### src/hdl/zero_copy_request_estimator_assert.svh
// Assertion macros used by the estimator's top-level RTL file.
`ifndef ZERO_COPY_REQUEST_ESTIMATOR_ASSERT_SVH
`define ZERO_COPY_REQUEST_ESTIMATOR_ASSERT_SVH

// Consequent must hold in the same cycle as the antecedent.
`define ZCRE_ASSERT_SAME(name, clk, rst, ante, cons, msg) \
   name: assert property (@(posedge clk) disable iff (rst) (ante) |-> (cons)) \
      else $error(msg);

// Consequent must hold in the cycle after the antecedent.
`define ZCRE_ASSERT_NEXT(name, clk, rst, ante, cons, msg) \
   name: assert property (@(posedge clk) disable iff (rst) (ante) |=> (cons)) \
      else $error(msg);

`endif

### src/hdl/zcre_pkg.sv
`default_nettype none

package zcre_pkg;

   localparam int ENTRY_BYTES = 4;
   localparam int OFFSET_BITS = 40;

   localparam int EDGE_W  = OFFSET_BITS;
   localparam int NUM_W   = 32;
   localparam int PART_W  = 20;
   localparam int REQ_W   = 42;
   localparam int KIND_W  = 2;
   localparam int CFG_W   = 13;
   localparam int RPP_W   = 11;
   localparam int IDX_W   = 2;
   localparam int BYTES_W = OFFSET_BITS + $clog2(ENTRY_BYTES);
   localparam int DIV_W   = (BYTES_W > REQ_W) ? BYTES_W : REQ_W;
   localparam int DIVR_W  = CFG_W;
   localparam int CNT_W   = $clog2(DIV_W + 1);

   localparam logic [CFG_W-1:0] REQ_SIZE_RESET = CFG_W'(128);
   localparam logic [CFG_W-1:0] ALIGN_RESET    = CFG_W'(64);
   localparam logic [RPP_W-1:0] RPP_RESET      = RPP_W'(1);

   typedef enum logic [KIND_W-1:0] {
      KIND_VERTEX,
      KIND_PART,
      KIND_TOTAL
   } kind_type;

   typedef enum logic [IDX_W-1:0] {
      REG_REQ_SIZE,
      REG_ALIGN,
      REG_RPP
   } reg_idx_type;

   typedef enum logic [2:0] {
      ST_IDLE,
      ST_DIV,
      ST_VREC,
      ST_PREC,
      ST_PDIV,
      ST_TREC
   } st_type;

   typedef struct packed {
      kind_type           record_kind;
      logic [NUM_W-1:0]   item_number;
      logic [EDGE_W-1:0]  edges_sum;
      logic [REQ_W-1:0]   requests_sum;
      logic [NUM_W-1:0]   misaligned_sum;
      logic [NUM_W-1:0]   vertices_active_sum;
      logic [PART_W-1:0]  partitions_active_sum;
      logic [REQ_W-1:0]   packet_total;
      logic               last_record;
   } rsp_rec_type;

   typedef struct packed {
      logic               done;
      logic               rem_nz;
      logic [DIV_W-1:0]   ceil_quo;
   } div_res_type;

   typedef struct packed {
      logic               vtx_add;
      logic               vtx_skip;
      logic               part_close;
      logic               graph_clear;
      logic [EDGE_W-1:0]  deg;
      logic [REQ_W-1:0]   reqs;
      logic               mis;
   } acc_ctrl_type;

   typedef struct packed {
      logic [NUM_W-1:0]   vertex_number;
      logic [PART_W-1:0]  partition_number;
      logic [NUM_W-1:0]   part_vertices;
      logic [EDGE_W-1:0]  part_edges;
      logic [REQ_W-1:0]   part_requests;
      logic [NUM_W-1:0]   part_misaligned;
      logic [NUM_W-1:0]   total_vertices;
      logic [EDGE_W-1:0]  total_edges;
      logic [REQ_W-1:0]   total_requests;
      logic [NUM_W-1:0]   total_misaligned;
      logic [PART_W-1:0]  total_partitions;
   } acc_sums_type;

endpackage

`default_nettype wire

### src/hdl/zcre_ifs.sv
`default_nettype none

interface zcre_req_if;
   import zcre_pkg::*;
   logic                   valid;
   logic                   ready;
   logic [OFFSET_BITS-1:0] row_start;
   logic [OFFSET_BITS-1:0] row_stop;
   logic                   active;
   logic                   closes_partition;
   logic                   closes_graph;

   modport source (output valid, row_start, row_stop, active, closes_partition,
                   closes_graph, input ready);
   modport sink (input valid, row_start, row_stop, active, closes_partition,
                 closes_graph, output ready);
endinterface

interface zcre_rsp_if;
   import zcre_pkg::*;
   logic              valid;
   logic              ready;
   logic [KIND_W-1:0] record_kind;
   logic [NUM_W-1:0]  item_number;
   logic [EDGE_W-1:0] edges_sum;
   logic [REQ_W-1:0]  requests_sum;
   logic [NUM_W-1:0]  misaligned_sum;
   logic [NUM_W-1:0]  vertices_active_sum;
   logic [PART_W-1:0] partitions_active_sum;
   logic [REQ_W-1:0]  packet_total;
   logic              last_record;

   modport source (output valid, record_kind, item_number, edges_sum, requests_sum,
                   misaligned_sum, vertices_active_sum, partitions_active_sum,
                   packet_total, last_record, input ready);
   modport sink (input valid, record_kind, item_number, edges_sum, requests_sum,
                 misaligned_sum, vertices_active_sum, partitions_active_sum,
                 packet_total, last_record, output ready);
endinterface

interface zcre_csr_if;
   import zcre_pkg::*;
   logic             valid;
   logic             ready;
   logic [IDX_W-1:0] index;
   logic [CFG_W-1:0] data;

   modport source (output valid, index, data, input ready);
   modport sink (input valid, index, data, output ready);
endinterface

`default_nettype wire

### src/hdl/zcre_div.sv
`default_nettype none

module zcre_div (
   input  logic                        clock,
   input  logic                        reset,
   input  logic                        start,
   input  logic [zcre_pkg::DIV_W-1:0]  dividend,
   input  logic [zcre_pkg::DIVR_W-1:0] divisor,
   output zcre_pkg::div_res_type       res
);
   import zcre_pkg::*;

   logic [DIV_W-1:0]  dvd_ff, dvd_in;
   logic [DIVR_W-1:0] rem_ff, rem_in;
   logic [DIVR_W-1:0] dsr_ff, dsr_in;
   logic [CNT_W-1:0]  cnt_ff, cnt_in;
   logic              done_ff, done_in;
   logic [DIVR_W:0]   trial;
   logic [DIVR_W:0]   trial_sub;
   logic              fits;
   logic              rem_nz;

   // One quotient bit a cycle: the partial remainder never exceeds the divisor width.
   always_comb begin
      trial     = {rem_ff, dvd_ff[DIV_W-1]};
      fits      = (trial >= {1'b0, dsr_ff});
      trial_sub = trial - {1'b0, dsr_ff};
      dvd_in    = dvd_ff;
      rem_in    = rem_ff;
      dsr_in    = dsr_ff;
      cnt_in    = cnt_ff;
      done_in   = 1'b0;
      if (start) begin
         dvd_in = dividend;
         rem_in = '0;
         dsr_in = divisor;
         cnt_in = CNT_W'(DIV_W);
      end else if (cnt_ff != '0) begin
         dvd_in  = {dvd_ff[DIV_W-2:0], fits};
         rem_in  = fits ? trial_sub[DIVR_W-1:0] : trial[DIVR_W-1:0];
         cnt_in  = cnt_ff - CNT_W'(1);
         done_in = (cnt_ff == CNT_W'(1));
      end
   end

   always_ff @(posedge clock) begin
      if (reset) begin
         cnt_ff  <= '0;
         done_ff <= 1'b0;
      end else begin
         cnt_ff  <= cnt_in;
         done_ff <= done_in;
      end
      dvd_ff <= dvd_in;
      rem_ff <= rem_in;
      dsr_ff <= dsr_in;
   end

   assign rem_nz       = (rem_ff != '0);
   assign res.done     = done_ff;
   assign res.rem_nz   = rem_nz;
   assign res.ceil_quo = dvd_ff + DIV_W'(rem_nz);

endmodule

`default_nettype wire

### src/hdl/zcre_acc.sv
`default_nettype none

module zcre_acc (
   input  logic                   clock,
   input  logic                   reset,
   input  zcre_pkg::acc_ctrl_type ctrl,
   output zcre_pkg::acc_sums_type sums
);
   import zcre_pkg::*;

   acc_sums_type sums_ff, sums_in;

   function automatic logic [NUM_W-1:0] sat_num(input logic [NUM_W-1:0] a,
                                                input logic [NUM_W-1:0] b);
      logic [NUM_W:0] s;
      s = {1'b0, a} + {1'b0, b};
      return s[NUM_W] ? {NUM_W{1'b1}} : s[NUM_W-1:0];
   endfunction

   function automatic logic [EDGE_W-1:0] sat_edge(input logic [EDGE_W-1:0] a,
                                                  input logic [EDGE_W-1:0] b);
      logic [EDGE_W:0] s;
      s = {1'b0, a} + {1'b0, b};
      return s[EDGE_W] ? {EDGE_W{1'b1}} : s[EDGE_W-1:0];
   endfunction

   function automatic logic [REQ_W-1:0] sat_req(input logic [REQ_W-1:0] a,
                                                input logic [REQ_W-1:0] b);
      logic [REQ_W:0] s;
      s = {1'b0, a} + {1'b0, b};
      return s[REQ_W] ? {REQ_W{1'b1}} : s[REQ_W-1:0];
   endfunction

   function automatic logic [PART_W-1:0] sat_part_inc(input logic [PART_W-1:0] a);
      logic [PART_W:0] s;
      s = {1'b0, a} + (PART_W+1)'(1);
      return s[PART_W] ? {PART_W{1'b1}} : s[PART_W-1:0];
   endfunction

   always_comb begin
      sums_in = sums_ff;
      if (ctrl.vtx_add) begin
         sums_in.part_vertices    = sat_num(sums_ff.part_vertices, NUM_W'(1));
         sums_in.part_edges       = sat_edge(sums_ff.part_edges, ctrl.deg);
         sums_in.part_requests    = sat_req(sums_ff.part_requests, ctrl.reqs);
         sums_in.part_misaligned  = sat_num(sums_ff.part_misaligned, NUM_W'(ctrl.mis));
         sums_in.total_vertices   = sat_num(sums_ff.total_vertices, NUM_W'(1));
         sums_in.total_edges      = sat_edge(sums_ff.total_edges, ctrl.deg);
         sums_in.total_requests   = sat_req(sums_ff.total_requests, ctrl.reqs);
         sums_in.total_misaligned = sat_num(sums_ff.total_misaligned, NUM_W'(ctrl.mis));
      end
      if (ctrl.vtx_add || ctrl.vtx_skip) begin
         sums_in.vertex_number = sums_ff.vertex_number + NUM_W'(1);
      end
      if (ctrl.part_close) begin
         if (sums_ff.part_vertices != '0) begin
            sums_in.total_partitions = sat_part_inc(sums_ff.total_partitions);
         end
         sums_in.partition_number = sums_ff.partition_number + PART_W'(1);
         sums_in.part_vertices    = '0;
         sums_in.part_edges       = '0;
         sums_in.part_requests    = '0;
         sums_in.part_misaligned  = '0;
      end
      if (ctrl.graph_clear) begin
         sums_in = '0;
      end
   end

   always_ff @(posedge clock) begin
      if (reset) begin
         sums_ff <= '0;
      end else begin
         sums_ff <= sums_in;
      end
   end

   assign sums = sums_ff;

endmodule

`default_nettype wire

### src/hdl/zero_copy_request_estimator.sv
// Channel   Direction  Word
// req_chan  in         one vertex: row_start, row_stop and its three flags
// rsp_chan  out        one record: vertex, partition or whole-graph totals
// csr_chan  in         register index and write data, always ready
//
// An active vertex passes ST_DIV, where the bit-serial dividers work, and ST_VREC
// before its record sits in the output register; an inactive vertex that closes
// nothing yields no record. A partition close adds ST_PREC, a graph close a further
// ST_PDIV and ST_TREC for the packet division on the same divider.
// Reset is synchronous and clears all sums and counters; the registers return to
// 128, 64 and 1. A stalled result channel holds the pending word; the next vertex
// is accepted once the last record of the previous one is in the output register.
`default_nettype none

`include "zero_copy_request_estimator_assert.svh"

module zero_copy_request_estimator (
   input logic         clock,
   input logic         reset,
   zcre_req_if.sink    req_chan,
   zcre_rsp_if.source  rsp_chan,
   zcre_csr_if.sink    csr_chan
);
   import zcre_pkg::*;

   st_type            state_ff, state_in;
   logic [CFG_W-1:0]  req_size_ff, req_size_in;
   logic [CFG_W-1:0]  align_ff, align_in;
   logic [RPP_W-1:0]  rpp_ff, rpp_in;
   logic              part_end_ff, part_end_in;
   logic              graph_end_ff, graph_end_in;
   logic [EDGE_W-1:0] deg_ff, deg_in;
   logic              rsp_valid_ff, rsp_valid_in;
   rsp_rec_type       out_ff, out_in;

   logic              accept;
   logic              out_free;
   logic              load;
   rsp_rec_type       rec;
   logic [EDGE_W-1:0] diff;
   logic [EDGE_W-1:0] degree;
   logic [DIV_W-1:0]  bytes;
   logic [DIV_W-1:0]  offset;
   logic [CFG_W-1:0]  req_size_eff;
   logic [CFG_W-1:0]  align_eff;
   logic [CFG_W-1:0]  rpp_eff;
   logic              qdiv_start;
   logic [DIV_W-1:0]  qdiv_dividend;
   logic [CFG_W-1:0]  qdiv_divisor;
   logic              mdiv_start;
   logic [REQ_W-1:0]  quo_sat;
   logic              mis_bit;
   div_res_type       qres;
   div_res_type       mres;
   acc_ctrl_type      ctrl;
   acc_sums_type      sums;

   assign accept   = req_chan.valid && req_chan.ready;
   assign out_free = !rsp_valid_ff || rsp_chan.ready;

   assign diff   = req_chan.row_stop - req_chan.row_start;
   assign degree = (req_chan.row_stop >= req_chan.row_start) ? diff : '0;
   assign bytes  = DIV_W'(degree) * DIV_W'(ENTRY_BYTES);
   assign offset = DIV_W'(req_chan.row_start) * DIV_W'(ENTRY_BYTES);

   // A register written as zero behaves as one.
   assign req_size_eff = (req_size_ff == '0) ? CFG_W'(1) : req_size_ff;
   assign align_eff    = (align_ff == '0) ? CFG_W'(1) : align_ff;
   assign rpp_eff      = (rpp_ff == '0) ? CFG_W'(1) : CFG_W'(rpp_ff);

   assign quo_sat = ((qres.ceil_quo >> REQ_W) != '0) ? {REQ_W{1'b1}}
                                                       : REQ_W'(qres.ceil_quo);
   assign mis_bit = (deg_ff != '0) && mres.rem_nz;

   always_comb begin
      req_size_in = req_size_ff;
      align_in    = align_ff;
      rpp_in      = rpp_ff;
      if (csr_chan.valid) begin
         case (reg_idx_type'(csr_chan.index))
            REG_REQ_SIZE: req_size_in = csr_chan.data;
            REG_ALIGN:    align_in    = csr_chan.data;
            REG_RPP:      rpp_in      = csr_chan.data[RPP_W-1:0];
            default:      ;
         endcase
      end
   end

   always_comb begin
      state_in      = state_ff;
      part_end_in   = part_end_ff;
      graph_end_in  = graph_end_ff;
      deg_in        = deg_ff;
      load          = 1'b0;
      rec           = '0;
      qdiv_start    = 1'b0;
      qdiv_dividend = bytes;
      qdiv_divisor  = req_size_eff;
      mdiv_start    = 1'b0;
      ctrl          = '0;
      ctrl.deg      = deg_ff;
      ctrl.reqs     = quo_sat;
      ctrl.mis      = mis_bit;
      case (state_ff)
         ST_IDLE: begin
            if (accept) begin
               part_end_in  = req_chan.closes_partition || req_chan.closes_graph;
               graph_end_in = req_chan.closes_graph;
               deg_in       = degree;
               if (req_chan.active) begin
                  qdiv_start = 1'b1;
                  mdiv_start = 1'b1;
                  state_in   = ST_DIV;
               end else begin
                  ctrl.vtx_skip = 1'b1;
                  state_in = (req_chan.closes_partition || req_chan.closes_graph)
                             ? ST_PREC : ST_IDLE;
               end
            end
         end
         ST_DIV: begin
            if (qres.done) begin
               state_in = ST_VREC;
            end
         end
         ST_VREC: begin
            rec.record_kind         = KIND_VERTEX;
            rec.item_number         = sums.vertex_number;
            rec.edges_sum           = deg_ff;
            rec.requests_sum        = quo_sat;
            rec.misaligned_sum      = NUM_W'(mis_bit);
            rec.vertices_active_sum = NUM_W'(1);
            rec.last_record         = !part_end_ff;
            if (out_free) begin
               load         = 1'b1;
               ctrl.vtx_add = 1'b1;
               state_in     = part_end_ff ? ST_PREC : ST_IDLE;
            end
         end
         ST_PREC: begin
            rec.record_kind         = KIND_PART;
            rec.item_number         = NUM_W'(sums.partition_number);
            rec.edges_sum           = sums.part_edges;
            rec.requests_sum        = sums.part_requests;
            rec.misaligned_sum      = sums.part_misaligned;
            rec.vertices_active_sum = sums.part_vertices;
            rec.last_record         = !graph_end_ff;
            if (out_free) begin
               load            = 1'b1;
               ctrl.part_close = 1'b1;
               if (graph_end_ff) begin
                  qdiv_start    = 1'b1;
                  qdiv_dividend = DIV_W'(sums.total_requests);
                  qdiv_divisor  = rpp_eff;
                  state_in      = ST_PDIV;
               end else begin
                  state_in = ST_IDLE;
               end
            end
         end
         ST_PDIV: begin
            if (qres.done) begin
               state_in = ST_TREC;
            end
         end
         ST_TREC: begin
            rec.record_kind           = KIND_TOTAL;
            rec.edges_sum             = sums.total_edges;
            rec.requests_sum          = sums.total_requests;
            rec.misaligned_sum        = sums.total_misaligned;
            rec.vertices_active_sum   = sums.total_vertices;
            rec.partitions_active_sum = sums.total_partitions;
            rec.packet_total          = quo_sat;
            rec.last_record           = 1'b1;
            if (out_free) begin
               load             = 1'b1;
               ctrl.graph_clear = 1'b1;
               state_in         = ST_IDLE;
            end
         end
         default: begin
            state_in = ST_IDLE;
         end
      endcase
   end

   always_comb begin
      out_in       = out_ff;
      rsp_valid_in = rsp_valid_ff && !rsp_chan.ready;
      if (load) begin
         out_in       = rec;
         rsp_valid_in = 1'b1;
      end
   end

   always_ff @(posedge clock) begin
      if (reset) begin
         state_ff     <= ST_IDLE;
         req_size_ff  <= REQ_SIZE_RESET;
         align_ff     <= ALIGN_RESET;
         rpp_ff       <= RPP_RESET;
         part_end_ff  <= 1'b0;
         graph_end_ff <= 1'b0;
         rsp_valid_ff <= 1'b0;
      end else begin
         state_ff     <= state_in;
         req_size_ff  <= req_size_in;
         align_ff     <= align_in;
         rpp_ff       <= rpp_in;
         part_end_ff  <= part_end_in;
         graph_end_ff <= graph_end_in;
         rsp_valid_ff <= rsp_valid_in;
      end
      deg_ff <= deg_in;
      out_ff <= out_in;
   end

   zcre_div u_qdiv (
      .clock    (clock),
      .reset    (reset),
      .start    (qdiv_start),
      .dividend (qdiv_dividend),
      .divisor  (qdiv_divisor),
      .res      (qres)
   );

   zcre_div u_mdiv (
      .clock    (clock),
      .reset    (reset),
      .start    (mdiv_start),
      .dividend (offset),
      .divisor  (align_eff),
      .res      (mres)
   );

   zcre_acc u_acc (
      .clock (clock),
      .reset (reset),
      .ctrl  (ctrl),
      .sums  (sums)
   );

   assign req_chan.ready = (state_ff == ST_IDLE);
   assign csr_chan.ready = 1'b1;

   assign rsp_chan.valid                 = rsp_valid_ff;
   assign rsp_chan.record_kind           = out_ff.record_kind;
   assign rsp_chan.item_number           = out_ff.item_number;
   assign rsp_chan.edges_sum             = out_ff.edges_sum;
   assign rsp_chan.requests_sum          = out_ff.requests_sum;
   assign rsp_chan.misaligned_sum        = out_ff.misaligned_sum;
   assign rsp_chan.vertices_active_sum   = out_ff.vertices_active_sum;
   assign rsp_chan.partitions_active_sum = out_ff.partitions_active_sum;
   assign rsp_chan.packet_total          = out_ff.packet_total;
   assign rsp_chan.last_record           = out_ff.last_record;

   `ZCRE_ASSERT_SAME(dividers_in_step, clock, reset, (state_ff == ST_DIV) && qres.done, mres.done, "alignment divider out of step with request divider")
   `ZCRE_ASSERT_NEXT(totals_cleared, clock, reset, load && (state_ff == ST_TREC), (sums.total_requests == '0) && (sums.vertex_number == '0), "sums not cleared after totals word")
   `ZCRE_ASSERT_SAME(part_within_total, clock, reset, 1'b1, (sums.part_vertices <= sums.total_vertices) && (sums.part_requests <= sums.total_requests), "partition sum exceeds graph sum")

endmodule

`default_nettype wire

### src/flat_wrapper.sv
// flat-port wrapper written by rule: the top's interface ports become plain ports
module zero_copy_request_estimator_flat import zcre_pkg::*;
  (clock, reset, req_chan_valid, req_chan_row_start, req_chan_row_stop, req_chan_active, req_chan_closes_partition, req_chan_closes_graph, req_chan_ready, rsp_chan_valid, rsp_chan_record_kind, rsp_chan_item_number, rsp_chan_edges_sum, rsp_chan_requests_sum, rsp_chan_misaligned_sum, rsp_chan_vertices_active_sum, rsp_chan_partitions_active_sum, rsp_chan_packet_total, rsp_chan_last_record, rsp_chan_ready, csr_chan_valid, csr_chan_index, csr_chan_data, csr_chan_ready);
  zcre_req_if req_chan_i ();
  zcre_rsp_if rsp_chan_i ();
  zcre_csr_if csr_chan_i ();
  input logic clock;
  input logic reset;
  input wire logic [$bits(req_chan_i.valid)-1:0] req_chan_valid;
  input wire logic [$bits(req_chan_i.row_start)-1:0] req_chan_row_start;
  input wire logic [$bits(req_chan_i.row_stop)-1:0] req_chan_row_stop;
  input wire logic [$bits(req_chan_i.active)-1:0] req_chan_active;
  input wire logic [$bits(req_chan_i.closes_partition)-1:0] req_chan_closes_partition;
  input wire logic [$bits(req_chan_i.closes_graph)-1:0] req_chan_closes_graph;
  output wire logic [$bits(req_chan_i.ready)-1:0] req_chan_ready;
  output wire logic [$bits(rsp_chan_i.valid)-1:0] rsp_chan_valid;
  output wire logic [$bits(rsp_chan_i.record_kind)-1:0] rsp_chan_record_kind;
  output wire logic [$bits(rsp_chan_i.item_number)-1:0] rsp_chan_item_number;
  output wire logic [$bits(rsp_chan_i.edges_sum)-1:0] rsp_chan_edges_sum;
  output wire logic [$bits(rsp_chan_i.requests_sum)-1:0] rsp_chan_requests_sum;
  output wire logic [$bits(rsp_chan_i.misaligned_sum)-1:0] rsp_chan_misaligned_sum;
  output wire logic [$bits(rsp_chan_i.vertices_active_sum)-1:0] rsp_chan_vertices_active_sum;
  output wire logic [$bits(rsp_chan_i.partitions_active_sum)-1:0] rsp_chan_partitions_active_sum;
  output wire logic [$bits(rsp_chan_i.packet_total)-1:0] rsp_chan_packet_total;
  output wire logic [$bits(rsp_chan_i.last_record)-1:0] rsp_chan_last_record;
  input wire logic [$bits(rsp_chan_i.ready)-1:0] rsp_chan_ready;
  input wire logic [$bits(csr_chan_i.valid)-1:0] csr_chan_valid;
  input wire logic [$bits(csr_chan_i.index)-1:0] csr_chan_index;
  input wire logic [$bits(csr_chan_i.data)-1:0] csr_chan_data;
  output wire logic [$bits(csr_chan_i.ready)-1:0] csr_chan_ready;
  assign req_chan_i.valid = req_chan_valid;
  assign req_chan_i.row_start = req_chan_row_start;
  assign req_chan_i.row_stop = req_chan_row_stop;
  assign req_chan_i.active = req_chan_active;
  assign req_chan_i.closes_partition = req_chan_closes_partition;
  assign req_chan_i.closes_graph = req_chan_closes_graph;
  assign req_chan_ready = req_chan_i.ready;
  assign rsp_chan_valid = rsp_chan_i.valid;
  assign rsp_chan_record_kind = rsp_chan_i.record_kind;
  assign rsp_chan_item_number = rsp_chan_i.item_number;
  assign rsp_chan_edges_sum = rsp_chan_i.edges_sum;
  assign rsp_chan_requests_sum = rsp_chan_i.requests_sum;
  assign rsp_chan_misaligned_sum = rsp_chan_i.misaligned_sum;
  assign rsp_chan_vertices_active_sum = rsp_chan_i.vertices_active_sum;
  assign rsp_chan_partitions_active_sum = rsp_chan_i.partitions_active_sum;
  assign rsp_chan_packet_total = rsp_chan_i.packet_total;
  assign rsp_chan_last_record = rsp_chan_i.last_record;
  assign rsp_chan_i.ready = rsp_chan_ready;
  assign csr_chan_i.valid = csr_chan_valid;
  assign csr_chan_i.index = csr_chan_index;
  assign csr_chan_i.data = csr_chan_data;
  assign csr_chan_ready = csr_chan_i.ready;
  zero_copy_request_estimator u_core (.clock(clock), .reset(reset), .req_chan(req_chan_i), .rsp_chan(rsp_chan_i), .csr_chan(csr_chan_i));
endmodule
### config.mk
export PLATFORM = sky130hd
export DESIGN_NAME = zero_copy_request_estimator_flat
export DESIGN_NICKNAME = d
export VERILOG_FILES = /design/src/hdl/zcre_pkg.sv /design/src/hdl/zcre_ifs.sv /design/src/hdl/zcre_div.sv /design/src/hdl/zcre_acc.sv /design/src/hdl/zero_copy_request_estimator.sv /design/src/flat_wrapper.sv
export VERILOG_INCLUDE_DIRS = /design/src /design/src/hdl
export SDC_FILE = /design/constraint.sdc
export NUM_CORES = 2
export LEC_CHECK = 0
export ABC_AREA = 0
export ABC_CLOCK_PERIOD_IN_PS = 55200
export BUFFER_PORTS_ARGS = -buffer_cell sky130_fd_sc_hd__buf_4
export CAP_MARGIN = 25
export CORE_UTILIZATION = 65
export DETAILED_ROUTE_END_ITERATION = 8
export PLACE_DENSITY = 0.85
export SLEW_MARGIN = 10
export SYNTH_ARGS = -nofsm -noshare
export SYNTH_HDL_FRONTEND = slang
export SYNTH_SLANG_ARGS = --single-unit
### constraint.sdc
create_clock -name clock -period 55.2 [get_ports clock]
set_input_delay 2.76 -clock clock [delete_from_list [all_inputs] [get_ports clock]]
set_output_delay 2.76 -clock clock [all_outputs]
set_load 0.03 [all_outputs]
# Yosys cells after proc, flatten, opt, wreduce, memory -nomap -nowiden

Cells that the tools add are included.

Bitwise logic cells: 1
Magnitude comparators: 3
Reduce and logical (&&, ||, !) cells: 35
Add/subtract/negate cells: 17
Eq/ne operators: 14
Mux-type cells: 58

Operators by type and width:

| cell                                                            | number |
|---|---|
| 146-bit case mux with 3 select lines                            | 1 |
| 42-bit 2-to-1 mux                                               | 9 |
| 32-bit 2-to-1 mux                                               | 4 |
| 40-bit 2-to-1 mux                                               | 3 |
| 42-bit by 42-bit adder with 43-bit output                       | 2 |
| 40-bit by 40-bit adder with 41-bit output                       | 2 |
| 13-bit 2-to-1 mux                                               | 6 |
| 32-bit by 1-bit adder with 33-bit output                        | 2 |
| 32-bit by 1-bit adder with 33-bit output, second input constant | 2 |
| 32-bit case mux with 2 select lines                             | 1 |
| 42-bit by 1-bit adder with 42-bit output                        | 1 |
| 40-bit greater-or-equal comparator                              | 1 |
| 40-bit nonzero test                                             | 1 |
| 40-bit subtractor                                               | 1 |
| 32-bit by 1-bit adder with 32-bit output, second input constant | 1 |
| 32-bit nonzero test                                             | 1 |
| 14-bit by 13-bit greater-or-equal comparator with 1-bit output  | 2 |
| 13-bit logical NOT                                              | 2 |
| 13-bit nonzero test                                             | 2 |
| 13-bit subtractor                                               | 2 |
| 3-bit 2-to-1 mux                                                | 8 |
| 6-bit 2-to-1 mux                                                | 4 |
| 20-bit by 1-bit adder with 21-bit output, second input constant | 1 |
| 20-bit by 1-bit adder with 20-bit output, second input constant | 1 |
| other kinds (30)                                                | 68 |

Input port bits: 103
Logic and storage cells: 168
Bits in registers: 839

# Longest topological paths before layout

Word-level depth: 6
Gate-level depth with buffers: 23
Depth with buffers taken out: 21

# Cells and area by module

From an unflattened synthesis, not the netlist that was laid out.

Cells, all modules: 5217
Area, all modules: 49014.5 um2

By module, submodules not included:

| module                      | cells each | instances | area an instance (um2) |
|---|---|---|---|
| zcre_acc                    | 2785       | 1         | 22861.9 |
| zero_copy_request_estimator | 1563       | 1         | 16903.7 |
| zcre_div at u_core.u_qdiv   | 438        | 1         | 4626.9 |
| zcre_div at u_core.u_mdiv   | 431        | 1         | 4621.9 |

# Least setup slack after synthesis

No wires, ideal clock.

Kind: input port to flip-flop
Start point: input port rsp_chan_ready
End point: register u_core.out_ff (netlist bit u_core.rsp_chan.edges_sum[0]), enable pin
Setup time: 1217 ps
Required time: 53983 ps
Stages on the path: 3
Setup slack: 33392 ps
Arrival: 20591 ps
Path buffers: 1
Cell sequence: nand2b_1 -> clkbuf_1 -> a21boi_0

Word-level cells in the longest chain between the ends: 3

RTL lines:

| item                   | RTL line                                                                                                   | source |
|---|---|---|
| start: declaration     | flat_wrapper.sv:26                                                                                         | `input wire logic [$bits(rsp_chan_i.ready)-1:0] rsp_chan_ready;` |
| 1-bit logical OR       | zero_copy_request_estimator.sv:59                                                                          | `assign out_free = !rsp_valid_ff \|\| rsp_chan.ready;` |
| 1-bit 2-to-1 mux       | zero_copy_request_estimator.sv:134, zero_copy_request_estimator.sv:148, zero_copy_request_estimator.sv:175 |  |
| 1-bit 2-to-1 mux       | n/a                                                                                                        |  |
| net u_core.load        | zero_copy_request_estimator.sv:38                                                                          | `logic load;` |
| end signal: assignment | zero_copy_request_estimator.sv:215                                                                         | `out_ff <= out_in;` |
| end: declaration       | zero_copy_request_estimator.sv:34                                                                          | `rsp_rec_type out_ff, out_in;` |

The timed path passes the listed nets, and every way through them passes these cells.
A chain may end at the register's enable or synchronous reset.

==> flow_summary.json <==
{
  "setup_ws_ps": 49050,
  "async_reset_ff_share_pct": 0,
  "grt_usage_pct": 35.1,
  "port_buffers": 347,
  "drc_errors": 0,
  "drt_iter0_markers": 4404,
  "nNetsFinal": 5720,
  "gp_congestion": 0.990,
  "min_period_over_period_pct": 11.1,
  "synth_seq_cells": 839,
  "p_sw_uw": 889,
  "p_per_area_nw_per_um2": 44.0,
  "grt_max_degree": 96,
  "via_per_inst": 6.39,
  "crit_arrival_ps": 6670,
  "layout_min_cycle_time_ps": 6150,
  "hold_depth": 0,
  "post_dp_cell_area_sq_um": 50000,
  "ir_worst_vdd_v": 0.0000392,
  "worstPathMaxFanout": 32,
  "maxSlewHeadroom_pct": 29.7,
  "via_count": 40813,
  "ys.warnings.count": 0,
  "synth_area_per_cell_sq_um": 9.10,
  "worstPathCellList": "nor4_1, nand4_1, ha_1, nand4_1, nor2_1, and4_1, nand3_1, xor2_1, inv_1, ha_1, a21o_1, o21bai_1, a21o_1, a21oi_1, o21ai_0, a221o_1, a31o_2, a211oi_4, buf_4, a41o_1, a211oi_1",
  "outcome": "complete, no violations",
  "seq_power_share_pct": 37.3,
  "h-tree-depth": 3,
  "path_buf_inv": 2,
  "fin_setup_tns_ps": 0,
  "maxCapViolCount": 0,
  "power_uw": 2340,
  "die-area_sq_um": 73200,
  "slowest_delay_ps": 600,
  "die_h_um": 271,
  "synth-edff-count": 391,
  "cts_buffers": 88,
  "slowest_stage": "a211oi_4",
  "dp_hpwl_um": 93300,
  "swShare_pct": 38.0,
  "antenna_found_initial": 2,
  "wire_per_inst_um": 20.8,
  "power.internal_uw": 1450,
  "synth_cells": 5154,
  "clk_latency_ps": 670,
  "leakagePower_uw": 0.0216,
  "antenna_cells": 0,
  "syn-cell-area_sq_um": 46900,
  "grt_pass1_vias": 38191,
  "yosysSeqAreaShare_pct": 44.2,
  "final_util_pct": 74.3,
  "hp-class": "reg2reg",
  "core_area_sq_um": 71500,
  "cts-hold-fix-buffers": 0,
  "cp_num_cells": 21,
  "synth_area_leaders": "edfxtp_1 25%, dfxtp_1 19%, ha_1 6.6%, a21oi_1 6.3%, o21ai_0 4.7%",
  "synth.distinct_cells": 94,
  "rsz0062_at_grt": "no",
  "worstSetupStartpointType": "flip-flop",
  "fin_skew_ps": 33.5,
  "io_pins": 349,
  "synth_top_area_share_pct": 25.0,
  "critPathRequiredTime_ps": 55720,
  "post-cts-setup-buffers": 0,
  "clock.fmax_mhz": 163,
  "wl_um": 133000,
  "clkTransAtPathRegs_ps": 60,
  "end_kind": "flip-flop",
  "synth_top_area_cell": "edfxtp_1",
  "overflow": 0,
  "cts_resized": 0,
  "grt_pass1_wl_um": 207000,
  "area_growth_pct": 13.3,
  "start_util_pct": 65.6,
  "fin_area_sq_um": 53100,
  "cts_root_buffer": "clkbuf_16",
  "reg2regPathDepth": 21,
  "dieWidth_um": 271,
  "yosysMostFrequentCell": "a21oi_1",
  "cts.sinks": 839,
  "worst-setup-path-type": "reg2reg",
  "cts_tree": "done",
  "place_ws_ps": 48750,
  "slew_violations": 0,
  "drive_gt1_share_pct": 10.7,
  "ys.flop_type": "dfxtp_1",
  "synth_commonest_cells": "591 x a21oi_1, 467 x nand2_1, 448 x dfxtp_1",
  "setup_viol": 0,
  "fp-row-count": 98,
  "path_delay_family": "compound AO/OA/AOI/OAI gates",
  "syn-num-nets": 5511,
  "comb_power_share_pct": 36.0,
  "clkPwrFrac_pct": 26.7,
  "antenna_left": 0,
  "tightest_slew_ps": 1050,
  "hold_viol_final": 0,
  "cts_buffer_depth": 3,
  "firstDrtPassIters": 6
}
==> path summary, 6_finish.rpt <==
check	from	end	slack, ps
worst max-delay path	u_core.u_qdiv.rem_ff[0]	u_core.u_acc.sums[93]	49050
worst min-delay path	u_core.align_ff[2]	u_core.u_mdiv.dsr_ff[2]	470
worst max register to register	u_core.u_qdiv.rem_ff[0]	u_core.u_acc.sums[93]	49050
worst min register to register	u_core.align_ff[2]	u_core.u_mdiv.dsr_ff[2]	470
==> registers in the layout (all words and copies together), names as in the netlist, 20 cells and up <==
signal,count
u_core.u_acc.sums,364
u_core.u_qdiv.dvd_ff,42
u_core.rsp_chan.edges_sum,40
u_core.rsp_chan.packet_total,42
u_core.u_mdiv.dvd_ff,42
u_core.rsp_chan.vertices_active_sum,32
u_core.rsp_chan.item_number,32
u_core.rsp_chan.requests_sum,42
u_core.deg_ff,40
u_core.rsp_chan.partitions_active_sum,20
u_core.rsp_chan.misaligned_sum,32
==> placed cells by master (no fill, tap or decap), types with 42 or more instances in the layout <==
cell type  count
and2_1        65
clkbuf_16     88
mux2i_1       91
edfxtp_1     391
a22o_1        68
nand4_1       81
nor2_1       382
a31oi_1       42
nor4_1        42
ha_1         247
buf_4        381
nor3_1        65
a21o_1       123
nand3_1      190
nand2_1      463
dfxtp_1      447
inv_1        188
o21ai_0      444
xnor2_1      164
and3_1        88
xor2_1       240
a21oi_1      590
==> power by group through the flow <==
stage	registers (uW)	clock network (uW)	logic, uW
after floorplan	899	0	583
after global placement	877	0	795
after detailed placement	880	0	812
after CTS	869	626	823
after global routing	880	650	919
final	873	625	841
==> cells by family after synthesis <==
kind of cell	Yosys count	synth area share, %
other	1	0.00800
adder cells (fa/ha/maj)	254	6.89
buffers and inverters	458	3.76
multiplexers	92	1.97
AND/OR/NAND/NOR	1540	15.6
AO/OA/AOI/OAI	1566	20.1
flip-flops	839	44.2
XOR/XNOR	404	7.55
==> area by class of cell <==
type / instances / area (sq um)
multi-input cells: 3857 / 24500
flip-flops and latches: 839 / 20700
fillers: 5056 / 18300
repair buffers: 385 / 2920
clock buffers: 120 / 2470
well taps: 950 / 1190
inverters: 192 / 723
clock inverters: 44 / 581
==> routing by layer <==
metal | vias to the layer above | GRT usage, % | routed length (um)
li1 | 19095 | - | -
met1 | 19327 | 45.9 | 53200
met2 | 1988 | 56.5 | 61200
met3 | 401 | 5.45 | 11300
met4 | 2 | 18.5 | 6990
met5 | - | 0 | 10
==> through the flow <==
step           instances  hold WS (ps)
2_1_floorplan       5154           432
3_3_place_gp        6219           442
3_5_place_dp        6220           457
4_1_cts             6384           468
5_1_grt             6387           479
6_report            6387           465
No activity file was read; power rests on OpenSTA's default activity.
